--- src/rtl/core/assert_macros.svh ---
// Assertion macros shared by the segment intersection RTL.
`ifndef ASSERT_MACROS_SVH
`define ASSERT_MACROS_SVH

// Same-cycle implication, sampled on i_clk, off during reset.
`define AST_SAME(lbl, ante, cons) \
    lbl: assert property (@(posedge i_clk) disable iff (!i_rst_n) (ante) |-> (cons)) \
        else $error("assertion failed: same-cycle check");

// Next-cycle implication, sampled on i_clk, off during reset.
`define AST_NEXT(lbl, ante, cons) \
    lbl: assert property (@(posedge i_clk) disable iff (!i_rst_n) (ante) |=> (cons)) \
        else $error("assertion failed: next-cycle check");

`endif

--- src/rtl/core/sis_pkg.sv ---
// Package: widths, relation codes and the job type of the segment intersection unit.
`timescale 1ns / 1ps
package sis_pkg;
    localparam int COORD_WIDTH = 32;
    localparam int CW = COORD_WIDTH;
    localparam int DW = CW + 1;       // coordinate difference
    localparam int PW = 2 * DW;       // one cross-product term
    localparam int SW = PW + 1;       // difference of two terms
    localparam int MW = PW;           // magnitude of a SW value
    localparam int QW = DW;           // quotient bits
    localparam int NW = DW + MW;      // dividend
    localparam int QDEPTH = 4;        // power of two, pointers wrap
    localparam int QPW = $clog2(QDEPTH);
    localparam int QCW = $clog2(QDEPTH + 1);

    localparam logic [2:0] REL_PARALLEL   = 3'd0;
    localparam logic [2:0] REL_COLLINEAR  = 3'd1;
    localparam logic [2:0] REL_MISS_SECOND = 3'd2;
    localparam logic [2:0] REL_CROSS      = 3'd3;
    localparam logic [2:0] REL_MISS_FIRST = 3'd4;

    typedef struct packed {
        logic [2:0]          rel;
        logic [CW-1:0]       ax;
        logic [CW-1:0]       ay;
        logic                negx;
        logic                negy;
    } t_tag;

    typedef struct packed {
        t_tag                tag;
        logic [DW-1:0]       mdx;
        logic [DW-1:0]       mdy;
        logic [MW-1:0]       tmag;
        logic [MW-1:0]       dmag;
    } t_job;
endpackage

--- src/rtl/core/sis_fifo.sv ---
// Job queue between front and back ends.
`timescale 1ns / 1ps
`include "assert_macros.svh"
module sis_fifo (
    input  logic           i_clk,
    input  logic           i_rst_n,
    input  logic           i_valid,
    input  sis_pkg::t_job  i_job,
    output logic           o_ready,
    output logic           o_valid,
    output sis_pkg::t_job  o_job,
    input  logic           i_ready
);
    import sis_pkg::*;

    t_job r_mem [QDEPTH];
    logic [QPW-1:0] r_wr, r_rd;
    logic [QCW-1:0] r_cnt;
    logic push, pop;

    assign o_ready = (r_cnt != QCW'(QDEPTH));
    assign o_valid = (r_cnt != '0);
    assign o_job   = r_mem[r_rd];
    assign push    = i_valid && o_ready;
    assign pop     = o_valid && i_ready;

    always_ff @(posedge i_clk) begin
        if (!i_rst_n) begin
            r_wr  <= '0;
            r_rd  <= '0;
            r_cnt <= '0;
        end else begin
            if (push) r_wr <= r_wr + 1'b1;
            if (pop)  r_rd <= r_rd + 1'b1;
            r_cnt <= r_cnt + QCW'(push) - QCW'(pop);
        end
    end

    always_ff @(posedge i_clk) begin
        if (push) r_mem[r_wr] <= i_job;
    end

    `AST_SAME(a_cnt_bound, 1'b1, r_cnt <= QCW'(QDEPTH))
    `AST_NEXT(a_push_only, push && !pop, r_cnt == $past(r_cnt) + 1'b1)
    `AST_NEXT(a_pop_only, pop && !push, r_cnt == $past(r_cnt) - 1'b1)
endmodule

--- config.mk ---
export PLATFORM = sky130hd
export DESIGN_NAME = sis_fifo
export DESIGN_NICKNAME = d
export VERILOG_FILES = /design/src/rtl/core/sis_pkg.sv /design/src/rtl/core/sis_fifo.sv
export VERILOG_INCLUDE_DIRS = /design/src /design/src/rtl/core
export SDC_FILE = /design/constraint.sdc
export NUM_CORES = 1
export LEC_CHECK = 0
export BUFFER_PORTS_ARGS = -buffer_cell sky130_fd_sc_hd__buf_2
export CAP_MARGIN = 30
export CORE_MARGIN = 8
export CORE_UTILIZATION = 53
export DETAILED_ROUTE_END_ITERATION = 7
export GPL_TIMING_DRIVEN = 0
export HOLD_SLACK_MARGIN = 0.1
export PLACE_DENSITY = 0.71
export SLEW_MARGIN = 20
export SYNTH_ARGS = -nofsm -noshare
export SYNTH_HDL_FRONTEND = slang
export SYNTH_SLANG_ARGS = --single-unit
--- constraint.sdc ---
create_clock -name i_clk -period 10.5 [get_ports i_clk]
set_clock_uncertainty 0.2 [all_clocks]
set_input_delay 1.05 -clock i_clk [delete_from_list [all_inputs] [get_ports i_clk]]
set_output_delay 1.05 -clock i_clk [all_outputs]
set_load 0.005 [all_outputs]
==> load_flow_metrics.sql, run 1 <==
INSERT INTO impl_metrics (metric_group, metric, value, unit) VALUES
('clock_network', 'cts.repair_timing.setup_buffer_count', '0', ''),
('floorplan', 'initial_core_util', '53.3', '%'),
('worst_setup_path', 'cp_common_cell', 'buf_2', ''),
('clock_network', 'cts_root_buf', 'clkbuf_16', ''),
('clock_network', 'htree_num_levels', '3', ''),
('final_layout', 'drive_above_1_share', '41.1', '%'),
('worst_setup_path', 'timing.critical_path.to_type', 'output pin', ''),
('placement', 'placed_cells', '2976', ''),
('route', 'antenna_violating_nets_post_route', '0', ''),
('yosys', 'synth.cell_area', '39500', 'sq um'),
('yosys', 'post_synthesis_register_bit_count', '1077', ''),
('worst_setup_path', 'number_of_cell_instances_on_the_worst_register_to_register_path', '6', ''),
('placement', 'finalWeightedCongestion', '0.747', ''),
('yosys', 'post_synth_inst_count', '1443', ''),
('final_layout', 'design.final.nets', '2391', ''),
('outcome', 'status', 'completed', ''),
('global_route', 'maximum_number_of_pins_on_one_net_before_global_route_repair', '47', ''),
('timing', 'fin_crit_sh', '38.7', '%'),
('yosys', 'synth-warning-count', '0', ''),
('min_path', 'worst_hold_path.endpoint', 'r_wr[1]$_SDFFE_PN0P_', ''),
('final_layout', 'layout.cell_area.non_filler', '47300', 'sq um'),
('timing', 'min_period', '4060', 'ps'),
('clock_network', 'clock_latency_of_the_later_clocked_register_in_the_worst_skew_pair', '660', 'ps'),
('route', 'route.met2.wl', '42500', 'microns'),
('route', 'drc', '0', ''),
('route', 'route.final.wire_length', '83400', 'microns'),
('yosys', 'netlist_top_cells_area', 'edfxtp_1 (81%), mux4_2 (8.3%), mux4_1 (8.1%), buf_6 (0.68%), dfxtp_1 (0.46%)', ''),
('worst_setup_path', 'timing.critical_path.slowest_cell_delay', '690', 'ps'),
('yosys', 'number_of_distinct_library_cells_after_synthesis', '21', ''),
('worst_setup_path', 'critical_path_required', '9250', 'ps'),
('timing', 'setup_slack', '6440', 'ps'),
('timing', 'unrepaired_setup_endpoints_after_global_routing', 'false', ''),
('floorplan', 'fp.dieW', '289', 'microns'),
('worst_setup_path', 'path_cells', 'buf_2, clkbuf_1, buf_2, mux4_2, buf_2', ''),
('placement', 'placement.setup.worst_slack', '6620', 'ps'),
('placement', 'post-dp-hpwl', '56000', 'microns'),
('worst_setup_path', 'setup.worst_path.class', 'reg2out', ''),
('final_layout', 'final_core_util', '63.9', '%'),
('global_route', 'global_route_wire_length_before_repair', '121000', 'microns'),
('yosys', 'synthDominantAreaCellType', 'edfxtp_1', ''),
('route', 'dr.max_layer_used', 'met5', ''),
('worst_setup_path', 'critical_path.slowest_cell', 'clkbuf_1', ''),
('timing', 'report.final.hold_viol_count', '0', ''),
('route', 'wl_met3', '8010', 'microns'),
('route', 'route.detailed.wl_per_inst', '26.1', 'microns'),
('route', 'detailedRoute.firstPassIterationCount', '5', ''),
('clock_network', 'cts.repair.resized', '0', ''),
('worst_setup_path', 'crit-reg2reg-capture', 'r_mem[2][163]$_DFFE_PP_', ''),
('route', 'via_count', '17800', ''),
('clock_network', 'cts.reportedPaths.clkPinSlew', '60', 'ps'),
('route', 'avgViaCountPerCell', '5.59', ''),
('yosys', 'synth.yosys.seq_area_share', '81.7', '%'),
('timing', 'worst_pin_slew', '882', 'ps'),
('worst_setup_path', 'path_max_fanout', '10', ''),
('final_layout', 'mostFrequentLayoutCells', 'edfxtp_1 (1,068), buf_2 (566), mux4_2 (146), mux4_1 (121), clkbuf_16 (105)', ''),
('worst_setup_path', 'crit_path_arrival_time', '2810', 'ps'),
('global_route', 'number_of_global_route_vias_before_repair', '19000', ''),
('worst_setup_path', 'reg2reg_setup_slack', '7210', 'ps'),
('final_layout', 'fin_cells', '3194', ''),
('yosys', 'number_of_nets_produced_by_synthesis', '1721', ''),
('final_layout', 'flow.area_growth_from_synthesis', '19.8', '%'),
('final_layout', 'layout_commonest_cell', 'edfxtp_1', ''),
('power_and_ir_drop', 'power.density_cell_area', '236', 'nW/um^2'),
('timing', 'clock.fmax', '246', 'MHz'),
('floorplan', 'die_h', '289', 'microns'),
('yosys', 'syn_avg_cell_area', '27.4', 'sq um'),
('job', 'drv_cap', '0', ''),
('timing', 'finalSetupViolCount', '0', ''),
('yosys', 'synth_enable_flop_cells', '1068', ''),
('clock_network', 'cts_buffer_depth', '3', ''),
('timing', 'slew_viol_final', '0', '');
## how the worst max path moves through the flow
stage,to,cells after the start,slack [ps]
final,o_job[182],5,6440
after global routing,o_job[177],5,6220
after CTS,o_job[182],5,6260
after detailed placement,r_mem[2][259]$_DFFE_PP_,6,6620
after global placement,r_mem[0][37]$_DFFE_PP_,3,-3090
after floorplan,r_mem[0][0]$_DFFE_PP_,2,2110
## area by class of cell
class,instances,area [sq um],share of cell area [%]
Clock inverter,64,478,1.01
Antenna cell,24,60.1,0.127
Timing Repair Buffer,564,3350,7.08
Buffer,61,478,1.01
Tap cell,969,1210,2.56
Multi-Input combinational cell,300,6740,14.3
Inverter,5,18.8,0.0397
Clock buffer,130,2720,5.75
Sequential cell,1077,32300,68.2
## cell families (layout without fill, tap and decap cells)
family | count (synthesis) | count (layout) | share of synthesized area (%)
xor gates and xnor gates | 4 | 4 | 0.0887
and+or+nand+nor | 17 | 17 | 0.231
AOI/OAI and AO/OA | 3 | 3 | 0.0634
buffers and inverters | 66 | 824 | 1.26
muxes | 269 | 269 | 16.4
DFF | 1077 | 1077 | 81.7
other | 0 | 24 | 0
adders and majority gates | 7 | 7 | 0.241
## routing by layer
metal	track usage, %	vias up
met2	32.9	554
met3	7.49	152
met5	0	-
li1	-	7798
met4	7.03	24
met1	22.9	9317
## stage by stage
stage / TNS (ps) / total power (W) / hold slack (ps)
after floorplan: 0 / 0.00682 / 268
after global placement: -3193360 / 0.00795 / 276
after detailed placement: 0 / 0.00783 / 294
after CTS: 0 / 0.0113 / 311
after global routing: 0 / 0.0116 / 332
final: 0 / 0.0111 / 313
## synthesized netlist by cell type (4+ instances only)
cell,count
nand2_1,5
buf_6,24
mux4_2,146
mux4_1,121
dfxtp_1,9
and2_1,7
edfxtp_1,1068
xnor2_1,4
inv_1,5
ha_1,6
buf_2,28
clkbuf_1,6
## state kept, by name (all words and copies together), names as in the netlist, named ones only
signal	cells
r_rd	2
r_mem	1068
r_cnt	3
r_wr	2
## power by group
part           switching (W)  leakage [nW]  internal, W  total, W
clock                0.00152          1.55      0.00194   0.00347
sequential         0.0000860          9.86      0.00520   0.00528
combinational        0.00122          4.67      0.00118   0.00239
## worst min-delay path, stage by stage (launching register included)
cell     delay (ps)
dfxtp_1         340
nand2_1          70
mux2i_1          60
No activity file was read; power rests on OpenSTA's default activity.
==> inputs of run 2 (changes only) <==
--- a/config.mk
+++ b/config.mk
@@ -6,14 +6,15 @@
 export SDC_FILE = /design/constraint.sdc
 export NUM_CORES = 1
 export LEC_CHECK = 0
+export ABC_AREA = 1
 export BUFFER_PORTS_ARGS = -buffer_cell sky130_fd_sc_hd__buf_2
 export CAP_MARGIN = 30
 export CORE_MARGIN = 8
-export CORE_UTILIZATION = 53
+export CORE_UTILIZATION = 52
 export DETAILED_ROUTE_END_ITERATION = 7
 export GPL_TIMING_DRIVEN = 0
 export HOLD_SLACK_MARGIN = 0.1
-export PLACE_DENSITY = 0.71
+export PLACE_DENSITY = 0.73
 export SLEW_MARGIN = 20
 export SYNTH_ARGS = -nofsm -noshare
 export SYNTH_HDL_FRONTEND = slang
==> constraint.sdc (replaced) <==
create_clock -name i_clk -period 3.7 [get_ports i_clk]
set_clock_uncertainty 0.2 [all_clocks]
set_input_delay 0.37 -clock i_clk [delete_from_list [all_inputs] [get_ports i_clk]]
set_output_delay 0.37 -clock i_clk [all_outputs]
set_load 0.005 [all_outputs]
==> load_flow_metrics.sql, run 2 <==
INSERT INTO impl_metrics (metric_group, metric, value, unit) VALUES
('outcome', 'status', 'completed', ''),
('worst_setup_path', 'path_cells', 'buf_2, inv_2, clkbuf_4, clkbuf_1, o21ai_0, o22ai_1, buf_2', ''),
('yosys', 'syn_avg_cell_area', '15.0', 'sq um'),
('timing', 'min_period', '3500', 'ps'),
('worst_setup_path', 'cp_common_cell', 'buf_2', ''),
('final_layout', 'design.final.nets', '3897', ''),
('yosys', 'synthTopCellsByCount', 'edfxtp_1 (1,068), nor2_1 (546), o21ai_0 (531), o22ai_1 (267), clkbuf_1 (116)', ''),
('yosys', 'synth.cell_area', '39700', 'sq um'),
('floorplan', 'rows', '101', ''),
('yosys', 'netlist_top_cells_area', 'edfxtp_1 (81%), o21ai_0 (6.7%), nor2_1 (5.2%), o22ai_1 (4.2%), clkbuf_1 (1.1%)', ''),
('yosys', 'post_synthesis_register_bit_count', '1077', ''),
('final_layout', 'layout_commonest_cell', 'edfxtp_1', ''),
('final_layout', 'nFillCells', '4984', ''),
('yosys', 'async_flop_share', '0', '%'),
('power_and_ir_drop', 'ir_drop', '565', 'uV'),
('worst_setup_path', 'r2r-start', 'r_cnt[1]$_SDFF_PN0_', ''),
('worst_setup_path', 'critical_path_required', '3130', 'ps'),
('yosys', 'post_synth_inst_count', '2647', ''),
('route', 'dr.first_iter.drc_count', '2392', ''),
('global_route', 'maximum_number_of_pins_on_one_net_before_global_route_repair', '25', ''),
('power_and_ir_drop', 'power.leakage', '18.0', 'nW'),
('timing', 'finalSetupViolCount', '0', ''),
('floorplan', 'initial_core_util', '52.4', '%'),
('clock_network', 'cts_root_buf', 'clkbuf_16', ''),
('final_layout', 'top_regs', 'r_mem: 1068 flops, r_cnt: 3 flops', ''),
('min_path', 'hold_class', 'in2reg', ''),
('placement', 'finalWeightedCongestion', '0.789', ''),
('clock_network', 'htree_num_levels', '3', ''),
('route', 'route.final.wire_length', '110000', 'microns'),
('clock_network', 'cts.repair_timing.setup_buffer_count', '0', ''),
('yosys', 'synthMostInstantiatedCell', 'edfxtp_1', ''),
('timing', 'slew_headroom', '47.8', '%'),
('job', 'drv_cap', '0', ''),
('yosys', 'number_of_nets_produced_by_synthesis', '2925', ''),
('yosys', 'synth.yosys.seq_area_share', '81.3', '%'),
('yosys', 'synth-warning-count', '0', ''),
('worst_setup_path', 'timing.critical_path.slowest_cell_delay', '430', 'ps'),
('clock_network', 'clock_latency_of_the_later_clocked_register_in_the_worst_skew_pair', '650', 'ps'),
('route', 'via_count', '26900', ''),
('final_layout', 'flow.area_growth_from_synthesis', '28.6', '%'),
('power_and_ir_drop', 'power.total', '0.0333', 'W'),
('final_layout', 'final_core_util', '67.4', '%'),
('worst_setup_path', 'critical_path.slowest_cell', 'o22ai_1', ''),
('route', 'route.detailed.wl_per_inst', '23.4', 'microns'),
('timing', 'fin_crit_sh', '94.7', '%'),
('worst_setup_path', 'crit_path_arrival_time', '2930', 'ps'),
('yosys', 'synth_top_cell_area_share', '80.8', '%'),
('yosys', 'number_of_distinct_library_cells_after_synthesis', '20', ''),
('timing', 'unrepaired_setup_endpoints_after_global_routing', 'false', ''),
('clock_network', 'tritoncts_clock_tree', 'yes', ''),
('global_route', 'number_of_global_route_vias_before_repair', '27000', ''),
('yosys', 'synth_enable_flop_cells', '1068', ''),
('placement', 'port_buffers', '539', ''),
('timing', 'clock.fmax', '285', 'MHz'),
('worst_setup_path', 'path_max_fanout', '11', ''),
('global_route', 'groute.usage.overall', '24.8', '%'),
('final_layout', 'mostFrequentLayoutCells', 'edfxtp_1 (1,068), buf_2 (589), nor2_1 (541), o21ai_0 (531), dlygate4sd3_1 (270)', ''),
('floorplan', 'die_area', '85400', 'sq um'),
('final_layout', 'largest_register_ffs', '1068', ''),
('yosys', 'synthDominantAreaCellType', 'edfxtp_1', ''),
('clock_network', 'cts.reportedPaths.clkPinSlew', '60', 'ps'),
('timing', 'slew_viol_final', '0', ''),
('floorplan', 'ioPinCount', '540', ''),
('clock_network', 'cts_buffer_depth', '3', ''),
('worst_setup_path', 'number_of_cell_instances_on_the_worst_register_to_register_path', '10', ''),
('global_route', 'grt_antenna_before_repair', '21', ''),
('placement', 'post-dp-hpwl', '71600', 'microns'),
('yosys', 'primary_flip_flop_cell_chosen_by_synthesis_mapping', 'edfxtp_1', ''),
('final_layout', 'drive_above_1_share', '22.1', '%'),
('worst_setup_path', 'reg2reg_setup_slack', '740', 'ps'),
('worst_setup_path', 'timing.critical_path.to_type', 'output pin', ''),
('worst_setup_path', 'crit-reg2reg-capture', 'r_mem[2][71]$_DFFE_PP_', ''),
('floorplan', 'standard_cell_core_area', '75700', 'sq um'),
('floorplan', 'fp.dieW', '292', 'microns'),
('route', 'antenna_violating_nets_post_route', '0', ''),
('timing', 'report.final.hold_viol_count', '0', ''),
('power_and_ir_drop', 'power.density_cell_area', '652', 'nW/um^2'),
('global_route', 'grt.overflow.total', '0', ''),
('route', 'detailedRoute.firstPassIterationCount', '5', ''),
('route', 'avgViaCountPerCell', '5.73', ''),
('final_layout', 'registers.top_by_ff_count', 'r_mem', ''),
('worst_setup_path', 'setup.worst_path.class', 'reg2out', ''),
('clock_network', 'numCtsBuffers', '103', ''),
('route', 'drc', '0', ''),
('timing', 'worst_pin_slew', '781', 'ps'),
('worst_setup_path', 'worst_setup_sp_type', 'register', ''),
('floorplan', 'die_h', '292', 'microns'),
('global_route', 'global_route_wire_length_before_repair', '163000', 'microns'),
('clock_network', 'num_clock_sinks', '1077', ''),
('worst_setup_path', 'setup.worst_path.end', 'o_job[94]', '');
## run 2: cell count changes after synthesis, sizes merged, moves of 5 or more
cell	previous run	this run
and2	7	0
o22ai	0	267
nand2	5	13
mux4	267	0
nor2	1	546
inv	5	16
clkbuf	6	117
buf	55	60
o21ai	0	535
## run 2: final cells by class
class | instances | area (sq um) | area share, %
diodes | 18 | 45.0 | 0.0883
plain buffers | 177 | 776 | 1.52
clock buffers | 125 | 2700 | 5.30
clock inverters | 66 | 517 | 1.01
inverters | 16 | 60.1 | 0.118
multi-input cells | 1377 | 6660 | 13.0
flip-flops and latches | 1077 | 32300 | 63.2
well taps | 978 | 1220 | 2.40
repair buffers | 867 | 6790 | 13.3
## run 2: routing by layer
metal / global-route usage [%] / part of all wire [%] / wire length (microns) / vias to the layer above
li1: - / - / - / 12000
met1: 30.7 / 37 / 40500 / 13200
met2: 42.2 / 50 / 55100 / 1459
met3: 6.44 / 9.8 / 10700 / 217
met4: 8.58 / 3.2 / 3470 / 12
met5: 0 / 0.068 / 75 / -
## run 2: worst min path at each step
stage                        endpoint                  from  depth (start not counted)  slack [ps]
2_1_floorplan                register  r_rd[0]$_SDFFE_PN0P_                          2         250
3_3_place_gp                 register  r_rd[0]$_SDFFE_PN0P_                          2         260
3_5_place_dp                 register  r_rd[0]$_SDFFE_PN0P_                          2         280
4_1_cts        r_mem[1][28]$_DFFE_PP_             i_job[28]                          2         210
5_1_grt        r_mem[2][25]$_DFFE_PP_             i_job[25]                          2         230
6_report       r_mem[2][25]$_DFFE_PP_             i_job[25]                          2         260
## run 2: logic make-up after synthesis
| family | Yosys count | synth area share [%] |
|---|---|---|
| flip-flops | 1077 | 81.3 |
| AND/OR/NAND/NOR | 562 | 5.33 |
| adder cells (fa/ha/maj) | 7 | 0.240 |
| buffers and inverters | 193 | 2.09 |
| AO/OA/AOI/OAI | 808 | 11.0 |
## run 2: what timing repair did
action / 4_1_cts / 5_1_grt
pin swaps: 0 / 0
endpoints found under the hold margin: 1100 / 0
hold buffers: 270 / 0
gates cloned: 0 / 0
setup endpoints to repair: 1 / 4
resized for setup: 1 / 3
## run 2: worst max-delay path, delay by kind of cell (launching register included)
family,cells,cell delay [ps]
buffers and inverters,5,1390
flip-flops,1,290
AO/OA/AOI/OAI,2,590
## run 2: stage by stage
step                setup WS (ps)  area (sq um)  instances  setup TNS (ps)  hold slack, ps
floorplan                   -1470         39700       2647        -1563370             248
global placement            -4540         43700       4164        -4742960             258
detailed placement            701         45100       4222               0             280
CTS                          4.49         51000       4683               0             213
global route                 31.1         51000       4697               0             227
finish                        195         51000       4701               0             262
## run 2: where the power goes
group / leakage, nW / internal, W / switching [W]
Clock: 1.60 / 0.00564 / 0.00440
Combinational: 6.54 / 0.00284 / 0.00531
Sequential: 9.85 / 0.0148 / 0.000272
Total: 18.0 / 0.0233 / 0.00998
